### config.mk
export PLATFORM = sky130hd
export DESIGN_NAME = json_string_byte_escaper_unit
export DESIGN_NICKNAME = d
export VERILOG_FILES = /design/src/rtl/jsbe_pkg.sv /design/src/rtl/json_string_byte_escaper_unit.sv /design/src/rtl/jsbe_front.sv /design/src/rtl/jsbe_queue.sv /design/src/rtl/jsbe_back.sv
export SDC_FILE = /design/constraint.sdc
export NUM_CORES = 1
export LEC_CHECK = 0
export ABC_AREA = 1
export BUFFER_PORTS_ARGS = -buffer_cell sky130_fd_sc_hd__buf_2
export CORE_AREA = 2 2 116 118
export CTS_BUF_LIST = sky130_fd_sc_hd__clkbuf_8
export CTS_CLUSTER_SIZE = 40
export DETAILED_ROUTE_END_ITERATION = 12
export DIE_AREA = 0 0 118 120
export PLACE_DENSITY = 0.73
export SLEW_MARGIN = 20
export SYNTH_ARGS = -nofsm -noshare
export SYNTH_HDL_FRONTEND = slang
export SYNTH_HIERARCHICAL = 1
export SYNTH_SLANG_ARGS = --single-unit
### constraint.sdc
create_clock -name clock -period 4.4 [get_ports clock]
set_clock_uncertainty 0.05 [all_clocks]
set_input_delay 0.88 -clock clock [delete_from_list [all_inputs] [get_ports clock]]
set_output_delay 0.88 -clock clock [all_outputs]
set_load 0.03 [all_outputs]
### src/rtl/jsbe_pkg.sv
// shared types, constants and helpers of the json string byte escaper
`timescale 1ns / 1ps
`default_nettype none
package jsbe_pkg;

   localparam int LENGTH_BITS = 32;
   localparam int QUEUE_DEPTH = 4;
   localparam int QUEUE_PTR_BITS = $clog2(QUEUE_DEPTH);
   localparam int QUEUE_CNT_BITS = $clog2(QUEUE_DEPTH + 1);
   localparam int SEQ_IDX_BITS = 3;

   localparam logic [7:0] CHAR_BS     = 8'h08;
   localparam logic [7:0] CHAR_TAB    = 8'h09;
   localparam logic [7:0] CHAR_LF     = 8'h0a;
   localparam logic [7:0] CHAR_FF     = 8'h0c;
   localparam logic [7:0] CHAR_CR     = 8'h0d;
   localparam logic [7:0] CHAR_SPACE  = 8'h20;
   localparam logic [7:0] CHAR_QUOTE  = 8'h22;
   localparam logic [7:0] CHAR_AMP    = 8'h26;
   localparam logic [7:0] CHAR_ZERO   = 8'h30;
   localparam logic [7:0] CHAR_BSLASH = 8'h5c;
   localparam logic [7:0] CHAR_LOW_B  = 8'h62;
   localparam logic [7:0] CHAR_LOW_F  = 8'h66;
   localparam logic [7:0] CHAR_LOW_N  = 8'h6e;
   localparam logic [7:0] CHAR_LOW_R  = 8'h72;
   localparam logic [7:0] CHAR_LOW_T  = 8'h74;
   localparam logic [7:0] CHAR_LOW_U  = 8'h75;
   localparam logic [7:0] CHAR_DEL    = 8'h7f;

   localparam logic [7:0] HEX_DIGITS [16] = '{
      8'h30, 8'h31, 8'h32, 8'h33, 8'h34, 8'h35, 8'h36, 8'h37,
      8'h38, 8'h39, 8'h61, 8'h62, 8'h63, 8'h64, 8'h65, 8'h66
   };

   // positions inside an escape sequence
   localparam logic [SEQ_IDX_BITS-1:0] SEQ_FIRST   = 3'd0;
   localparam logic [SEQ_IDX_BITS-1:0] SEQ_SECOND  = 3'd1;
   localparam logic [SEQ_IDX_BITS-1:0] SEQ_THIRD   = 3'd2;
   localparam logic [SEQ_IDX_BITS-1:0] SEQ_FOURTH  = 3'd3;
   localparam logic [SEQ_IDX_BITS-1:0] SEQ_HEX_HI  = 3'd4;
   localparam logic [SEQ_IDX_BITS-1:0] SEQ_HEX_LO  = 3'd5;

   typedef logic [LENGTH_BITS-1:0] len_type;

   typedef enum logic [1:0] {
      ESC_PASS    = 2'd0,
      ESC_SHORT   = 2'd1,
      ESC_UNICODE = 2'd2
   } esc_kind_type;

   typedef struct packed {
      logic [7:0] in_byte;
      logic       end_of_string;
   } req_type;

   typedef struct packed {
      logic [7:0]  out_byte;
      logic        last_of_item;
      logic        last_of_string;
      logic [31:0] total_length;
   } rsp_type;

   // one classified item between front and back
   typedef struct packed {
      esc_kind_type kind;
      logic [7:0]   data;
      logic         eos;
   } esc_type;

   function automatic logic [7:0] hex_char(input logic [3:0] nib);
      hex_char = HEX_DIGITS[nib];
   endfunction

endpackage
`default_nettype wire

### src/rtl/json_string_byte_escaper_unit.sv
// top level of the json string byte escaper
`timescale 1ns / 1ps
`default_nettype none
// Escapes one raw string byte per input transfer into its JSON form of one, two
// or six output bytes, one output transfer per cycle from a registered output
// while rsp_stall is low. A plain byte gives one byte, a short escape two and a
// \u00xx escape six; the back end's output byte sequencer emits them in order,
// and a four-entry queue lets input transfers continue while a long escape
// drains. html_safe is written through the csr port, which is always ready,
// and should change only when idle. total_length counts output bytes of the
// current string, saturating, and restarts after the byte marked end_of_string.
module json_string_byte_escaper_unit (
   input  wire logic              clock,
   input  wire logic              reset,
   input  wire logic              csr_valid,
   output logic                   csr_ready,
   input  wire logic              csr_data,
   input  wire logic              req_valid,
   output logic                   req_stall,
   input  wire jsbe_pkg::req_type req_data,
   output logic                   rsp_valid,
   input  wire logic              rsp_stall,
   output jsbe_pkg::rsp_type      rsp_data
);

   logic queue_full;
   logic push;
   jsbe_pkg::esc_type push_entry;
   logic pop;
   logic head_valid;
   jsbe_pkg::esc_type head_entry;

   jsbe_front u_front (
      .clock      (clock),
      .reset      (reset),
      .csr_valid  (csr_valid),
      .csr_ready  (csr_ready),
      .csr_data   (csr_data),
      .req_valid  (req_valid),
      .req_stall  (req_stall),
      .req_data   (req_data),
      .queue_full (queue_full),
      .push       (push),
      .push_entry (push_entry)
   );

   jsbe_queue u_queue (
      .clock      (clock),
      .reset      (reset),
      .push       (push),
      .push_entry (push_entry),
      .full       (queue_full),
      .pop        (pop),
      .head_valid (head_valid),
      .head_entry (head_entry)
   );

   jsbe_back u_back (
      .clock      (clock),
      .reset      (reset),
      .head_valid (head_valid),
      .head_entry (head_entry),
      .pop        (pop),
      .rsp_valid  (rsp_valid),
      .rsp_stall  (rsp_stall),
      .rsp_data   (rsp_data)
   );

endmodule
`default_nettype wire

### src/rtl/jsbe_front.sv
// front end: html_safe register, input transfer and byte classification
`timescale 1ns / 1ps
`default_nettype none
module jsbe_front (
   input  wire logic             clock,
   input  wire logic             reset,
   input  wire logic             csr_valid,
   output logic                  csr_ready,
   input  wire logic             csr_data,
   input  wire logic             req_valid,
   output logic                  req_stall,
   input  wire jsbe_pkg::req_type req_data,
   input  wire logic             queue_full,
   output logic                  push,
   output jsbe_pkg::esc_type     push_entry
);

   logic html_safe_ff;
   logic html_safe_in;
   logic [7:0] b;
   logic amp_escape;

   assign csr_ready = 1'b1;
   assign html_safe_in = (csr_valid && csr_ready) ? csr_data : html_safe_ff;

   always_ff @(posedge clock) begin
      if (reset) begin
         html_safe_ff <= 1'b0;
      end else begin
         html_safe_ff <= html_safe_in;
      end
   end

   assign req_stall = queue_full;
   assign push = req_valid && !queue_full;
   assign b = req_data.in_byte;
   assign amp_escape = html_safe_ff && (b == jsbe_pkg::CHAR_AMP);

   always_comb begin
      push_entry.eos = req_data.end_of_string;
      push_entry.data = b;
      push_entry.kind = jsbe_pkg::ESC_PASS;
      if (b == jsbe_pkg::CHAR_DEL || b < jsbe_pkg::CHAR_SPACE || b == jsbe_pkg::CHAR_QUOTE
          || b == jsbe_pkg::CHAR_BSLASH || amp_escape) begin
         push_entry.kind = jsbe_pkg::ESC_SHORT;
         case (b)
            jsbe_pkg::CHAR_BS: begin
               push_entry.data = jsbe_pkg::CHAR_LOW_B;
            end
            jsbe_pkg::CHAR_FF: begin
               push_entry.data = jsbe_pkg::CHAR_LOW_F;
            end
            jsbe_pkg::CHAR_LF: begin
               push_entry.data = jsbe_pkg::CHAR_LOW_N;
            end
            jsbe_pkg::CHAR_CR: begin
               push_entry.data = jsbe_pkg::CHAR_LOW_R;
            end
            jsbe_pkg::CHAR_TAB: begin
               push_entry.data = jsbe_pkg::CHAR_LOW_T;
            end
            jsbe_pkg::CHAR_BSLASH, jsbe_pkg::CHAR_QUOTE: begin
               push_entry.data = b;
            end
            default: begin
               push_entry.kind = jsbe_pkg::ESC_UNICODE;
               push_entry.data = b;
            end
         endcase
      end
   end

endmodule
`default_nettype wire

### src/rtl/jsbe_queue.sv
// short queue of classified items between front and back
`timescale 1ns / 1ps
`default_nettype none
module jsbe_queue (
   input  wire logic              clock,
   input  wire logic              reset,
   input  wire logic              push,
   input  wire jsbe_pkg::esc_type push_entry,
   output logic                   full,
   input  wire logic              pop,
   output logic                   head_valid,
   output jsbe_pkg::esc_type      head_entry
);

   localparam logic [jsbe_pkg::QUEUE_PTR_BITS-1:0] PTR_LAST =
      jsbe_pkg::QUEUE_PTR_BITS'(jsbe_pkg::QUEUE_DEPTH - 1);
   localparam logic [jsbe_pkg::QUEUE_CNT_BITS-1:0] CNT_FULL =
      jsbe_pkg::QUEUE_CNT_BITS'(jsbe_pkg::QUEUE_DEPTH);

   jsbe_pkg::esc_type entries_ff [jsbe_pkg::QUEUE_DEPTH];
   logic [jsbe_pkg::QUEUE_PTR_BITS-1:0] wr_ptr_ff, wr_ptr_in;
   logic [jsbe_pkg::QUEUE_PTR_BITS-1:0] rd_ptr_ff, rd_ptr_in;
   logic [jsbe_pkg::QUEUE_CNT_BITS-1:0] count_ff, count_in;
   logic do_push, do_pop;

   assign full = (count_ff == CNT_FULL);
   assign head_valid = (count_ff != '0);
   assign head_entry = entries_ff[rd_ptr_ff];
   assign do_push = push && !full;
   assign do_pop = pop && head_valid;

   always_comb begin
      wr_ptr_in = wr_ptr_ff;
      rd_ptr_in = rd_ptr_ff;
      count_in = count_ff;
      if (do_push) begin
         wr_ptr_in = (wr_ptr_ff == PTR_LAST) ? '0 : wr_ptr_ff + 1'b1;
      end
      if (do_pop) begin
         rd_ptr_in = (rd_ptr_ff == PTR_LAST) ? '0 : rd_ptr_ff + 1'b1;
      end
      if (do_push && !do_pop) begin
         count_in = count_ff + 1'b1;
      end else if (do_pop && !do_push) begin
         count_in = count_ff - 1'b1;
      end
   end

   always_ff @(posedge clock) begin
      if (reset) begin
         wr_ptr_ff <= '0;
         rd_ptr_ff <= '0;
         count_ff <= '0;
      end else begin
         wr_ptr_ff <= wr_ptr_in;
         rd_ptr_ff <= rd_ptr_in;
         count_ff <= count_in;
      end
   end

   always_ff @(posedge clock) begin
      if (do_push) begin
         entries_ff[wr_ptr_ff] <= push_entry;
      end
   end

endmodule
`default_nettype wire

### src/rtl/jsbe_back.sv
// back end: expands one queued item into its output bytes and keeps the length
`timescale 1ns / 1ps
`default_nettype none
module jsbe_back (
   input  wire logic              clock,
   input  wire logic              reset,
   input  wire logic              head_valid,
   input  wire jsbe_pkg::esc_type head_entry,
   output logic                   pop,
   output logic                   rsp_valid,
   input  wire logic              rsp_stall,
   output jsbe_pkg::rsp_type      rsp_data
);

   logic [jsbe_pkg::SEQ_IDX_BITS-1:0] idx_ff, idx_in;
   jsbe_pkg::len_type len_ff, len_in, len_inc;
   logic rsp_valid_ff, rsp_valid_in;
   jsbe_pkg::rsp_type rsp_data_ff, rsp_data_in;
   logic load;
   logic last;
   logic [7:0] seq_byte;

   assign load = head_valid && (!rsp_valid_ff || !rsp_stall);

   always_comb begin
      seq_byte = head_entry.data;
      last = 1'b1;
      case (head_entry.kind)
         jsbe_pkg::ESC_PASS: begin
            seq_byte = head_entry.data;
            last = 1'b1;
         end
         jsbe_pkg::ESC_SHORT: begin
            seq_byte = (idx_ff == jsbe_pkg::SEQ_FIRST) ? jsbe_pkg::CHAR_BSLASH : head_entry.data;
            last = (idx_ff == jsbe_pkg::SEQ_SECOND);
         end
         jsbe_pkg::ESC_UNICODE: begin
            last = (idx_ff == jsbe_pkg::SEQ_HEX_LO);
            case (idx_ff)
               jsbe_pkg::SEQ_FIRST: begin
                  seq_byte = jsbe_pkg::CHAR_BSLASH;
               end
               jsbe_pkg::SEQ_SECOND: begin
                  seq_byte = jsbe_pkg::CHAR_LOW_U;
               end
               jsbe_pkg::SEQ_THIRD, jsbe_pkg::SEQ_FOURTH: begin
                  seq_byte = jsbe_pkg::CHAR_ZERO;
               end
               jsbe_pkg::SEQ_HEX_HI: begin
                  seq_byte = jsbe_pkg::hex_char(head_entry.data[7:4]);
               end
               default: begin
                  seq_byte = jsbe_pkg::hex_char(head_entry.data[3:0]);
               end
            endcase
         end
         default: begin
            seq_byte = head_entry.data;
            last = 1'b1;
         end
      endcase
   end

   assign pop = load && last;
   assign len_inc = (len_ff == '1) ? len_ff : len_ff + 1'b1;

   always_comb begin
      idx_in = idx_ff;
      len_in = len_ff;
      rsp_data_in = rsp_data_ff;
      rsp_valid_in = rsp_valid_ff && rsp_stall;
      if (load) begin
         rsp_valid_in = 1'b1;
         idx_in = last ? '0 : idx_ff + 1'b1;
         len_in = (last && head_entry.eos) ? '0 : len_inc;
         rsp_data_in.out_byte = seq_byte;
         rsp_data_in.last_of_item = last;
         rsp_data_in.last_of_string = last && head_entry.eos;
         rsp_data_in.total_length = 32'(len_inc);
      end
   end

   always_ff @(posedge clock) begin
      if (reset) begin
         idx_ff <= '0;
         len_ff <= '0;
         rsp_valid_ff <= 1'b0;
      end else begin
         idx_ff <= idx_in;
         len_ff <= len_in;
         rsp_valid_ff <= rsp_valid_in;
      end
   end

   always_ff @(posedge clock) begin
      rsp_data_ff <= rsp_data_in;
   end

   assign rsp_valid = rsp_valid_ff;
   assign rsp_data = rsp_data_ff;

endmodule
`default_nettype wire
==> impl_metrics.env, run 1 <==
export IMPL_critical_path_slowest_cell="dfxtp_1"
export IMPL_numCtsBuffers=17
export IMPL_cts_resized_gates=0
export IMPL_layout_drive_gt1_share_pct=23.5
export IMPL_start_util_pct=53.9
export IMPL_clkSinkCount=132
export IMPL_ir_drop_v=0.000343
export IMPL_placedInstanceArea_um2=7390
export IMPL_cp_common_cell="inv_1"
export IMPL_core_area_um2=13000
export IMPL_wirelength_um=14400
export IMPL_finish_utilization_pct=59.6
export IMPL_final_cell_area_um2=7740
export IMPL_fin_ws_ns=1.13
export IMPL_antenna_found_initial=0
export IMPL_critPathTopFamily="buffers and inverters"
export IMPL_place_gp_congestion=0.997
export IMPL_track_usage_pct=21.6
export IMPL_ys_ff_latch=132
export IMPL_die_y_um=120
export IMPL_synth_area_um2=6990
export IMPL_ys_warn_count=6
export IMPL_setup_violations=0
export IMPL_path_max_fanout=12
export IMPL_drtIter0Drc=374
export IMPL_drv_cap=0
export IMPL_antennaDiodeCount=0
export IMPL_reg2reg_depth=19
export IMPL_hold_path_depth=2
export IMPL_via_per_inst=5.14
export IMPL_timing_final_crit_share_pct=74.4
export IMPL_cp_start_kind="flip-flop"
export IMPL_worst_pin_slew_ns=1.06
export IMPL_avgSynthCellArea_um2=8.70
export IMPL_final_setup_tns_ns=0
export IMPL_ctsHoldBuffers=0
export IMPL_crit_buf_inv=7
export IMPL_ys_async_sr_fraction_pct=0
export IMPL_grt_max_degree=46
export IMPL_grt_pass1_vias=4994
export IMPL_dpl_hpwl_um=10300
export IMPL_ant_nets=0
export IMPL_die_area_um2=14200
export IMPL_status="finished, final reports clean"
export IMPL_synthCells=804
export IMPL_hold_path_class="reg2reg"
export IMPL_r2r_end="u_queue/count_ff[2]$_SDFFE_PP0P_"
export IMPL_wire_per_inst_um=13.7
export IMPL_max_stage_delay_ns=0.43
export IMPL_path_cells="inv_1 -> o21ai_1 -> o22ai_1 -> inv_1 -> ha_1 -> inv_1 -> nand3_1 -> nand2_1 -> inv_1 -> nand2_4 -> ha_1 -> inv_1 -> fa_1 -> inv_1 -> nand2_1 -> nand3_1 -> nand2_1 -> inv_1 -> nor2_1"
export IMPL_vias=5394
export IMPL_power_density_nw_per_um2=660
export IMPL_cp_arrival_ns=3.58
export IMPL_finalNetCount=895
export IMPL_ys_types=36
export IMPL_critPathRequiredTime_ns=4.70
export IMPL_hold_violations=0
export IMPL_row_count=42
export IMPL_die_width_um=118
export IMPL_drcViolationCount=0
export IMPL_tritoncts="done"
export IMPL_overflow=0
export IMPL_syn_to_final_growth_pct=10.7
export IMPL_ios=60
export IMPL_cts_setup_buffers=0
export IMPL_synth_edff_count=86
export IMPL_critPathCaptureType="flip-flop"
export IMPL_clock_latency_ns=0.46
export IMPL_synth_seq_area_share_pct=50.1
export IMPL_hp_start="u_back/rsp_valid$_SDFF_PP0_"
export IMPL_place_ws_ns=1.19
export IMPL_leakage_nw=3.13
export IMPL_reg2reg_slack_ns=1.13
export IMPL_criticalPathCategory="reg2reg"
export IMPL_io_buffers=58
export IMPL_fin_crit_ns=3.27
export IMPL_slew_viol_final=0
export IMPL_cts_root_buf="clkbuf_8"
export IMPL_htree_num_levels=4
export IMPL_synth_flop_cell="edfxtp_1"
export IMPL_maxSlewHeadroom_pct=29.1
export IMPL_clk_pin_slew_worst_paths_ns=0.07
export IMPL_fmax_ghz=0.306
export IMPL_syn_nets=838
export IMPL_dr_pass1_iters=5
export IMPL_clk_path_buf_depth=2
export IMPL_hold_slack_ns=0.454
export IMPL_rsz0062_at_grt="no"
export IMPL_grt_pass1_wl_um=24000
export IMPL_min_to="u_back/rsp_valid$_SDFF_PP0_"
-- synthesized netlist by cell type (all sizes together), types with 5 or more instances --
master	count	area [um^2]
a21oi	42	319
buf	15	111
clkbuf	10	37.5
dfxtp	46	921
edfxtp	86	2580
ha	18	225
inv	79	297
nand2	223	927
nand3	72	505
nand4	5	31.3
nor2	122	522
o21ai	47	235
o22ai	12	75.1
or2	9	56.3
-- layout by cell type (no fill, tap or decap), drive strengths merged --
cell type  count
conb           1
bufinv         1
edfxtp        86
and2           1
ha            18
buf           63
a31o           1
a21boi         1
dfxtp         46
nor2         122
o22ai         12
inv           80
fa             1
o211ai         2
clkbuf        17
nand2        223
mux2i          1
clkinv        10
nand3b         2
clkinvlp       3
a21oi         42
a211oi         2
nand3         72
or2            9
xor2           3
o21ai         47
nand4          5
a31oi          3
-- routing by layer --
layer,global-route usage (%),vias to the layer above,wire (um),part of all wire [%]
met3,5.56,20,711,4.9
met5,0,-,0,0
met4,9.56,0,337,2.3
met1,26.8,2465,6430,45
li1,-,2763,-,-
met2,35.8,146,6940,48
-- cell type report --
class	instances	area [um^2]
fillers	1171	5240
multi-input cells	568	3040
inverters	79	297
repair buffers	63	328
well taps	176	220
clock inverters	15	115
clock buffers	17	234
flip-flops and latches	132	3500
-- worst max path at each step --
stage,startpoint,endpoint,slack [ns],cells after the start
after floorplan,rsp_stall,u_queue/count_ff[1]$_SDFFE_PP0P_,1.05,11
after global placement,flip-flop,u_queue/count_ff[2]$_SDFFE_PP0P_,1.35,19
after detailed placement,flip-flop,u_queue/count_ff[2]$_SDFFE_PP0P_,1.19,19
after CTS,flip-flop,u_queue/count_ff[2]$_SDFFE_PP0P_,1.16,19
after global routing,flip-flop,u_queue/count_ff[2]$_SDFFE_PP0P_,0.79,19
final,flip-flop,u_queue/count_ff[2]$_SDFFE_PP0P_,1.13,19
-- power by group --
group,switching (mW),internal (mW),total [mW]
combinational,1.70,0.611,2.32
clock,0.478,0.436,0.914
sequential,0.126,1.75,1.88
total,2.31,2.80,5.10
-- sequential cells by signal, summed over array words and instances, names as in the netlist, 2 cells and up, named ones only --
name                count
u_queue/entries_ff     44
u_queue/count_ff        3
u_queue/wr_ptr_ff       2
u_back/rsp_data        42
u_back/idx_ff           3
u_queue/rd_ptr_ff       2
u_back/len_ff          32
-- logic make-up (layout without fill, tap and decap cells) --
| group | after synthesis | count (layout) | synth area share (%) |
|---|---|---|---|
| muxes | 1 | 1 | 0.143 |
| buffers and inverters | 104 | 174 | 6.37 |
| and+or+nand+nor | 434 | 434 | 29.5 |
| xor gates and xnor gates | 3 | 3 | 0.376 |
| adders and majority gates | 19 | 19 | 3.51 |
| AOI/OAI and AO/OA | 110 | 110 | 9.93 |
| DFF | 132 | 132 | 50.1 |
| other | 1 | 1 | 0.0536 |
-- per-stage QoR --
step,power [mW],std cells
3_3_place_gp,4.17,1018
2_1_floorplan,3.62,804
4_1_cts,5.12,1050
6_report,5.10,1050
3_5_place_dp,4.21,1018
5_1_grt,5.45,1050
-- worst register-to-register path, cell delays in order, from the launching register on --
cell     delay [ns]
dfxtp_1        0.43
inv_1          0.33
o21ai_1        0.14
o22ai_1        0.21
inv_1          0.08
ha_1           0.34
inv_1          0.19
nand3_1        0.17
nand2_1        0.09
inv_1          0.09
nand2_4        0.09
ha_1           0.15
inv_1          0.07
fa_1           0.39
inv_1          0.08
nand2_1        0.06
nand3_1        0.08
nand2_1        0.05
inv_1          0.04
nor2_1         0.04
(Power assumes the default switching activity.)
==> inputs of run 2 (changes only) <==
ABC_AREA = 0   (was 1)
CORE_AREA = 2 2 114 116   (was 2 2 116 118)
DIE_AREA = 0 0 116 118   (was 0 0 118 120)
clock period = 3.45 ns   (was 4.4 ns; I/O delays follow)
==> impl_metrics.env, run 2 <==
export IMPL_leakage_nw=2.94
export IMPL_path_max_fanout=4
export IMPL_drtIter0Drc=338
export IMPL_synth_top_area_share_pct=38.1
export IMPL_clk_path_buf_depth=2
export IMPL_path_cells="mux4_2 -> ha_1 -> mux2_2 -> a21oi_4 -> nor2_1 -> o31ai_4 -> ha_2 -> inv_1 -> fa_1 -> xor2_1 -> or3_2 -> a21oi_1"
export IMPL_avgSynthCellArea_um2=11.3
export IMPL_swShare_pct=38.9
export IMPL_fin_ws_ns=0.134
export IMPL_hold_path_class="in2reg"
export IMPL_die_y_um=118
export IMPL_via_per_inst=5.89
export IMPL_met1_usage_pct=30.8
export IMPL_synth_flop_cell="edfxtp_1"
export IMPL_placedInstanceArea_um2=7190
export IMPL_pwr_share_clk_pct=22.6
export IMPL_synth_area_top_cells="edfxtp_1 38%, dfxtp_1 14%, mux4_2 3.7%"
export IMPL_cts_root_buf="clkbuf_8"
export IMPL_seqPwrFrac_pct=37.3
export IMPL_htree_num_levels=4
export IMPL_largest_register_ffs=44
export IMPL_critPathCaptureType="flip-flop"
export IMPL_setup_violations=0
export IMPL_power_density_nw_per_um2=805
export IMPL_drcViolationCount=0
export IMPL_final_cell_mix="86 x edfxtp_1, 58 x buf_2, 45 x dfxtp_1"
export IMPL_syn_to_final_growth_pct=13.2
export IMPL_row_count=41
export IMPL_worst_pin_slew_ns=0.856
export IMPL_synth_seq_area_share_pct=51.7
export IMPL_final_cell_area_um2=7660
export IMPL_reg2reg_depth=12
export IMPL_maxSlewHeadroom_pct=42.9
export IMPL_grt_max_degree=26
export IMPL_ys_types=85
export IMPL_ys_ff_latch=132
export IMPL_track_usage_pct=21.2
export IMPL_p_comb_share_pct=40.1
export IMPL_cp_start_kind="flip-flop"
export IMPL_ir_drop_v=0.000413
export IMPL_criticalPathCategory="reg2reg"
export IMPL_wirelength_um=13900
export IMPL_grt_use_met3_pct=3.91
export IMPL_netlist_top_cell_by_area="edfxtp_1"
export IMPL_finalNetCount=689
export IMPL_vias=4946
export IMPL_synth_area_um2=6770
export IMPL_drv_cap=0
export IMPL_regMostFlops="u_queue/entries_ff"
export IMPL_die_area_um2=13700
export IMPL_ant_nets=0
export IMPL_hold_violations=0
export IMPL_synthCells=600
export IMPL_clk_pin_slew_worst_paths_ns=0.08
export IMPL_reg2reg_slack_ns=0.13
export IMPL_ys_warn_count=6
export IMPL_ys_async_sr_fraction_pct=0
export IMPL_critPathTopFamily="adder cells"
export IMPL_overflow=0
export IMPL_dr_pass1_iters=8
export IMPL_fin_crit_ns=3.32
export IMPL_wire_per_inst_um=16.6
export IMPL_cp_arrival_ns=3.65
export IMPL_syn_nets=634
export IMPL_antennaDiodeCount=0
export IMPL_layout_drive_gt1_share_pct=23.4
export IMPL_antenna_found_initial=0
export IMPL_ios=60
export IMPL_status="finished, final reports clean"
export IMPL_timing_final_crit_share_pct=96.1
export IMPL_max_stage_delay_ns=0.51
export IMPL_grt_pass1_vias=4607
export IMPL_slew_viol_final=0
export IMPL_core_area_um2=12400
export IMPL_numCtsBuffers=17
export IMPL_place_gp_congestion=0.901
export IMPL_fmax_ghz=0.302
export IMPL_crit_buf_inv=1
export IMPL_critical_path_slowest_cell="mux4_2"
export IMPL_busiest_layer="met2"
export IMPL_tritoncts="done"
export IMPL_place_ws_ns=0.0410
export IMPL_start_util_pct=54.5
export IMPL_final_common_cell="edfxtp_1"
export IMPL_clkSinkCount=132
export IMPL_synth_common_cells="86 x edfxtp_1, 46 x dfxtp_1, 36 x nand2_1, 36 x nor2_1, 27 x o21ai_0"
export IMPL_synth_edff_count=86
export IMPL_min_to="u_queue/entries_ff[3][0]$_DFFE_PP_"
export IMPL_clock_latency_ns=0.45
export IMPL_r2r_end="u_queue/count_ff[2]$_SDFFE_PP0P_"
export IMPL_grt_pass1_wl_um=22500
export IMPL_hold_path_depth=1
export IMPL_final_setup_tns_ns=0
export IMPL_dpl_hpwl_um=9610
export IMPL_intPower_mw=3.77
export IMPL_synth_most_common_cell="edfxtp_1"
export IMPL_cp_depth=12
export IMPL_critPathRequiredTime_ns=3.78
export IMPL_die_width_um=116
export IMPL_io_buffers=58
export IMPL_switchingPower_mw=2.40
export IMPL_hp_start="req_data[0]"
export IMPL_grt_use_met2_pct=31.0
run 2: kinds of logic after synthesis:
group,count (synthesis),synth area share [%]
AND/OR/NAND/NOR,200,17.3
multiplexers,17,4.58
adder cells (fa/ha/maj),19,3.62
other,1,0.0554
AO/OA/AOI/OAI,138,14.2
flip-flops,132,51.7
XOR/XNOR,31,4.01
buffers and inverters,62,4.44
run 2: per-stage QoR:
stage                     util [%]  power, mW  hold WS (ns)  instances
after global routing          61.7       6.53         0.401        840
after CTS                     61.5       6.16         0.380        838
after global placement        58.0       4.69         0.429        806
after floorplan                  -       4.07         0.410        600
final                         61.7       6.17         0.415        840
after detailed placement      58.0       4.76         0.438        806
run 2: layer usage:
layer,part of all wire [%],routed length [um]
met5,0,0
met4,1.9,264
met3,6.0,834
met2,46,6380
met1,46,6430
run 2: power by group through the flow:
| stage | clock, mW | sequential [mW] | combinational, mW |
|---|---|---|---|
| 5_1_grt | 1.49 | 2.34 | 2.70 |
| 2_1_floorplan | 0 | 2.84 | 1.22 |
| 6_report | 1.40 | 2.30 | 2.47 |
| 4_1_cts | 1.43 | 2.30 | 2.43 |
| 3_3_place_gp | 0 | 2.32 | 2.37 |
| 3_5_place_dp | 0 | 2.33 | 2.42 |
run 2: cell type report:
type                    instances  area (um^2)
clock inverters                11          145
flip-flops and latches        132         3510
multi-input cells             406         3000
clock buffers                  21          289
inverters                      24         95.1
repair buffers                 74          410
fillers                      1028         4750
well taps                     172          215
run 2: worst max-delay path by stage:
| stage | startpoint | endpoint | slack [ns] |
|---|---|---|---|
| global route | flip-flop | u_queue/count_ff[2]$_SDFFE_PP0P_ | -0.01 |
| floorplan | flip-flop | u_queue/count_ff[2]$_SDFFE_PP0P_ | 0.04 |
| detailed placement | flip-flop | u_queue/count_ff[2]$_SDFFE_PP0P_ | 0.04 |
| CTS | flip-flop | u_queue/count_ff[2]$_SDFFE_PP0P_ | 0.07 |
| global placement | flip-flop | u_queue/count_ff[2]$_SDFFE_PP0P_ | 0.17 |
| finish | flip-flop | u_queue/count_ff[2]$_SDFFE_PP0P_ | 0.13 |
run 2: repair_timing:
item	in CTS	in global routing
hold endpoints to repair	0	0
gates resized for setup	1	3
hold buffers	0	0
setup buffers	0	2
endpoints found under the setup margin	1	1
pin swaps	0	1
run 2: worst reg2reg max path, stage by stage, from the launching register on:
cell and delay (ns):
dfxtp_4 0.38, mux4_2 0.52, ha_1 0.22, mux2_2 0.30, a21oi_4 0.18, nor2_1 0.09
o31ai_4 0.10, ha_2 0.25, inv_1 0.05, fa_1 0.37, xor2_1 0.18, or3_2 0.41
a21oi_1 0.15
==> inputs of run 3 (changes only) <==
CORE_AREA = 2 2 126 128   (was 2 2 114 116)
CTS_BUF_LIST = sky130_fd_sc_hd__clkbuf_2   (was sky130_fd_sc_hd__clkbuf_8)
DIE_AREA = 0 0 128 130   (was 0 0 116 118)
PLACE_DENSITY = 0.61   (was 0.73)
==> impl_metrics.env, run 3 (synthesis gave the netlist of run 2 again) <==
export IMPL_numCtsBuffers=17
export IMPL_overflow=0
export IMPL_leakage_nw=2.86
export IMPL_timing_final_crit_share_pct=95.2
export IMPL_tritoncts="done"
export IMPL_largest_register_ffs=44
export IMPL_row_count=46
export IMPL_die_width_um=128
export IMPL_drtIter0Drc=310
export IMPL_finalNetCount=689
export IMPL_critPathCaptureType="flip-flop"
export IMPL_cts_root_buf="clkbuf_2"
export IMPL_grt_max_degree=32
export IMPL_intPower_mw=3.46
export IMPL_slew_viol_final=0
export IMPL_r2r_end="u_queue/count_ff[2]$_SDFFE_PP0P_"
export IMPL_p_comb_share_pct=42.2
export IMPL_wire_per_inst_um=16.1
export IMPL_htree_num_levels=4
export IMPL_cp_arrival_ns=3.87
export IMPL_die_area_um2=16600
export IMPL_fmax_ghz=0.305
export IMPL_die_y_um=130
export IMPL_setup_violations=0
export IMPL_final_common_cell="edfxtp_1"
export IMPL_ios=60
export IMPL_swShare_pct=40.8
export IMPL_critPathRequiredTime_ns=4.04
export IMPL_clk_path_buf_depth=2
export IMPL_reg2reg_slack_ns=0.17
export IMPL_via_per_inst=5.72
export IMPL_drcViolationCount=0
export IMPL_seqPwrFrac_pct=39.3
export IMPL_pwr_share_clk_pct=18.4
export IMPL_clkSinkCount=132
export IMPL_wirelength_um=13900
export IMPL_hold_path_depth=1
export IMPL_syn_to_final_growth_pct=11.6
export IMPL_ctsHoldBuffers=0
export IMPL_min_to="u_queue/entries_ff[0][0]$_DFFE_PP_"
export IMPL_hold_path_class="in2reg"
export IMPL_layout_drive_gt1_share_pct=23.4
export IMPL_ir_drop_v=0.000408
export IMPL_final_cell_mix="86 x edfxtp_1, 58 x buf_2, 45 x dfxtp_1"
export IMPL_criticalPathCategory="reg2reg"
export IMPL_track_usage_pct=17.4
export IMPL_clk_pin_slew_worst_paths_ns=0.19
export IMPL_core_area_um2=15400
export IMPL_maxSlewHeadroom_pct=44.6
export IMPL_dr_pass1_iters=6
export IMPL_final_cell_area_um2=7550
export IMPL_clock_latency_ns=0.73
export IMPL_worst_pin_slew_ns=0.831
export IMPL_path_max_fanout=4
export IMPL_start_util_pct=43.9
export IMPL_final_setup_tns_ns=0
export IMPL_antenna_found_initial=2
export IMPL_fin_crit_ns=3.28
export IMPL_place_gp_congestion=0.873
export IMPL_hp_start="req_data[0]"
export IMPL_ant_nets=0
export IMPL_reg2reg_depth=12
export IMPL_regMostFlops="u_queue/entries_ff"
export IMPL_drv_cap=0
export IMPL_finalPower_mw=5.84
export IMPL_io_buffers=58
export IMPL_hold_violations=0
export IMPL_vias=4929
export IMPL_dpl_hpwl_um=9970
export IMPL_switchingPower_mw=2.38
export IMPL_placedInstanceArea_um2=7230
export IMPL_power_density_nw_per_um2=773
export IMPL_grt_pass1_wl_um=22700
export IMPL_cp_start_kind="flip-flop"
export IMPL_grt_pass1_vias=4738
export IMPL_status="finished, final reports clean"
export IMPL_hold_slack_ns=0.137
-- run 3: cell count changes in the layout (fill, tap and decap cells not counted), sizes merged --
cell      change
clkbuf        -4
clkinv        +2
diode         +2
inv           -3
clkinvlp      +4
bufinv        +1
-- run 3: final cells by class --
type / instances / area (um^2)
Multi-Input combinational cell: 406 / 3010
Fill cell: 1431 / 7870
Clock buffer: 17 / 85.1
Antenna cell: 2 / 5.00
Inverter: 24 / 95.1
Tap cell: 192 / 240
Clock inverter: 15 / 205
Timing Repair Buffer: 74 / 410
Sequential cell: 132 / 3510
-- run 3: what timing repair did --
item	CTS	global route
setup buffers	0	1
endpoints found under the hold margin	0	0
pin swaps	0	2
gates resized for setup	1	5
setup endpoints to repair	1	1
-- run 3: through the flow --
stage	worst slack (ns)	std cells	util, %
2_1_floorplan	0.0416	600	-
3_3_place_gp	0.174	827	46.9
3_5_place_dp	0.0436	827	46.9
4_1_cts	0.0516	859	48.7
5_1_grt	-0.00884	862	49.0
6_report	0.167	862	49.0
-- run 3: metal layers --
layer | routed length [um] | up-vias | track usage [%]
met5 | 0 | - | 0
met4 | 216 | 0 | 6.66
met3 | 632 | 21 | 4.80
met2 | 7080 | 118 | 30.8
met1 | 5980 | 2381 | 20.4
li1 | - | 2409 | -
-- run 3: power groups by stage --
stage	sequential, mW	combinational, mW	clock (mW)
2_1_floorplan	2.84	1.22	0
3_3_place_gp	2.32	2.41	0
3_5_place_dp	2.33	2.45	0
4_1_cts	2.30	2.46	1.12
5_1_grt	2.34	2.69	1.20
6_report	2.30	2.47	1.08
-- run 3: how the worst max path moves through the flow --
stage | from | endpoint | slack (ns) | cells after the start
3_5_place_dp | flip-flop | u_queue/count_ff[2]$_SDFFE_PP0P_ | 0.04 | 12
6_report | flip-flop | u_queue/count_ff[2]$_SDFFE_PP0P_ | 0.17 | 12
5_1_grt | flip-flop | u_queue/count_ff[2]$_SDFFE_PP0P_ | -0.009 | 12
2_1_floorplan | flip-flop | u_queue/count_ff[2]$_SDFFE_PP0P_ | 0.04 | 13
4_1_cts | flip-flop | u_queue/count_ff[2]$_SDFFE_PP0P_ | 0.05 | 12
3_3_place_gp | flip-flop | u_queue/count_ff[2]$_SDFFE_PP0P_ | 0.17 | 12
-- run 3: critical path: stages, from the launching register on --
cell	delay (ns)
dfxtp_4	0.41
mux4_2	0.52
ha_2	0.21
mux2_2	0.29
a21oi_4	0.15
nor2_1	0.09
o31ai_4	0.10
ha_2	0.25
inv_1	0.05
fa_1	0.37
xor2_1	0.17
or3_2	0.40
a21oi_1	0.15
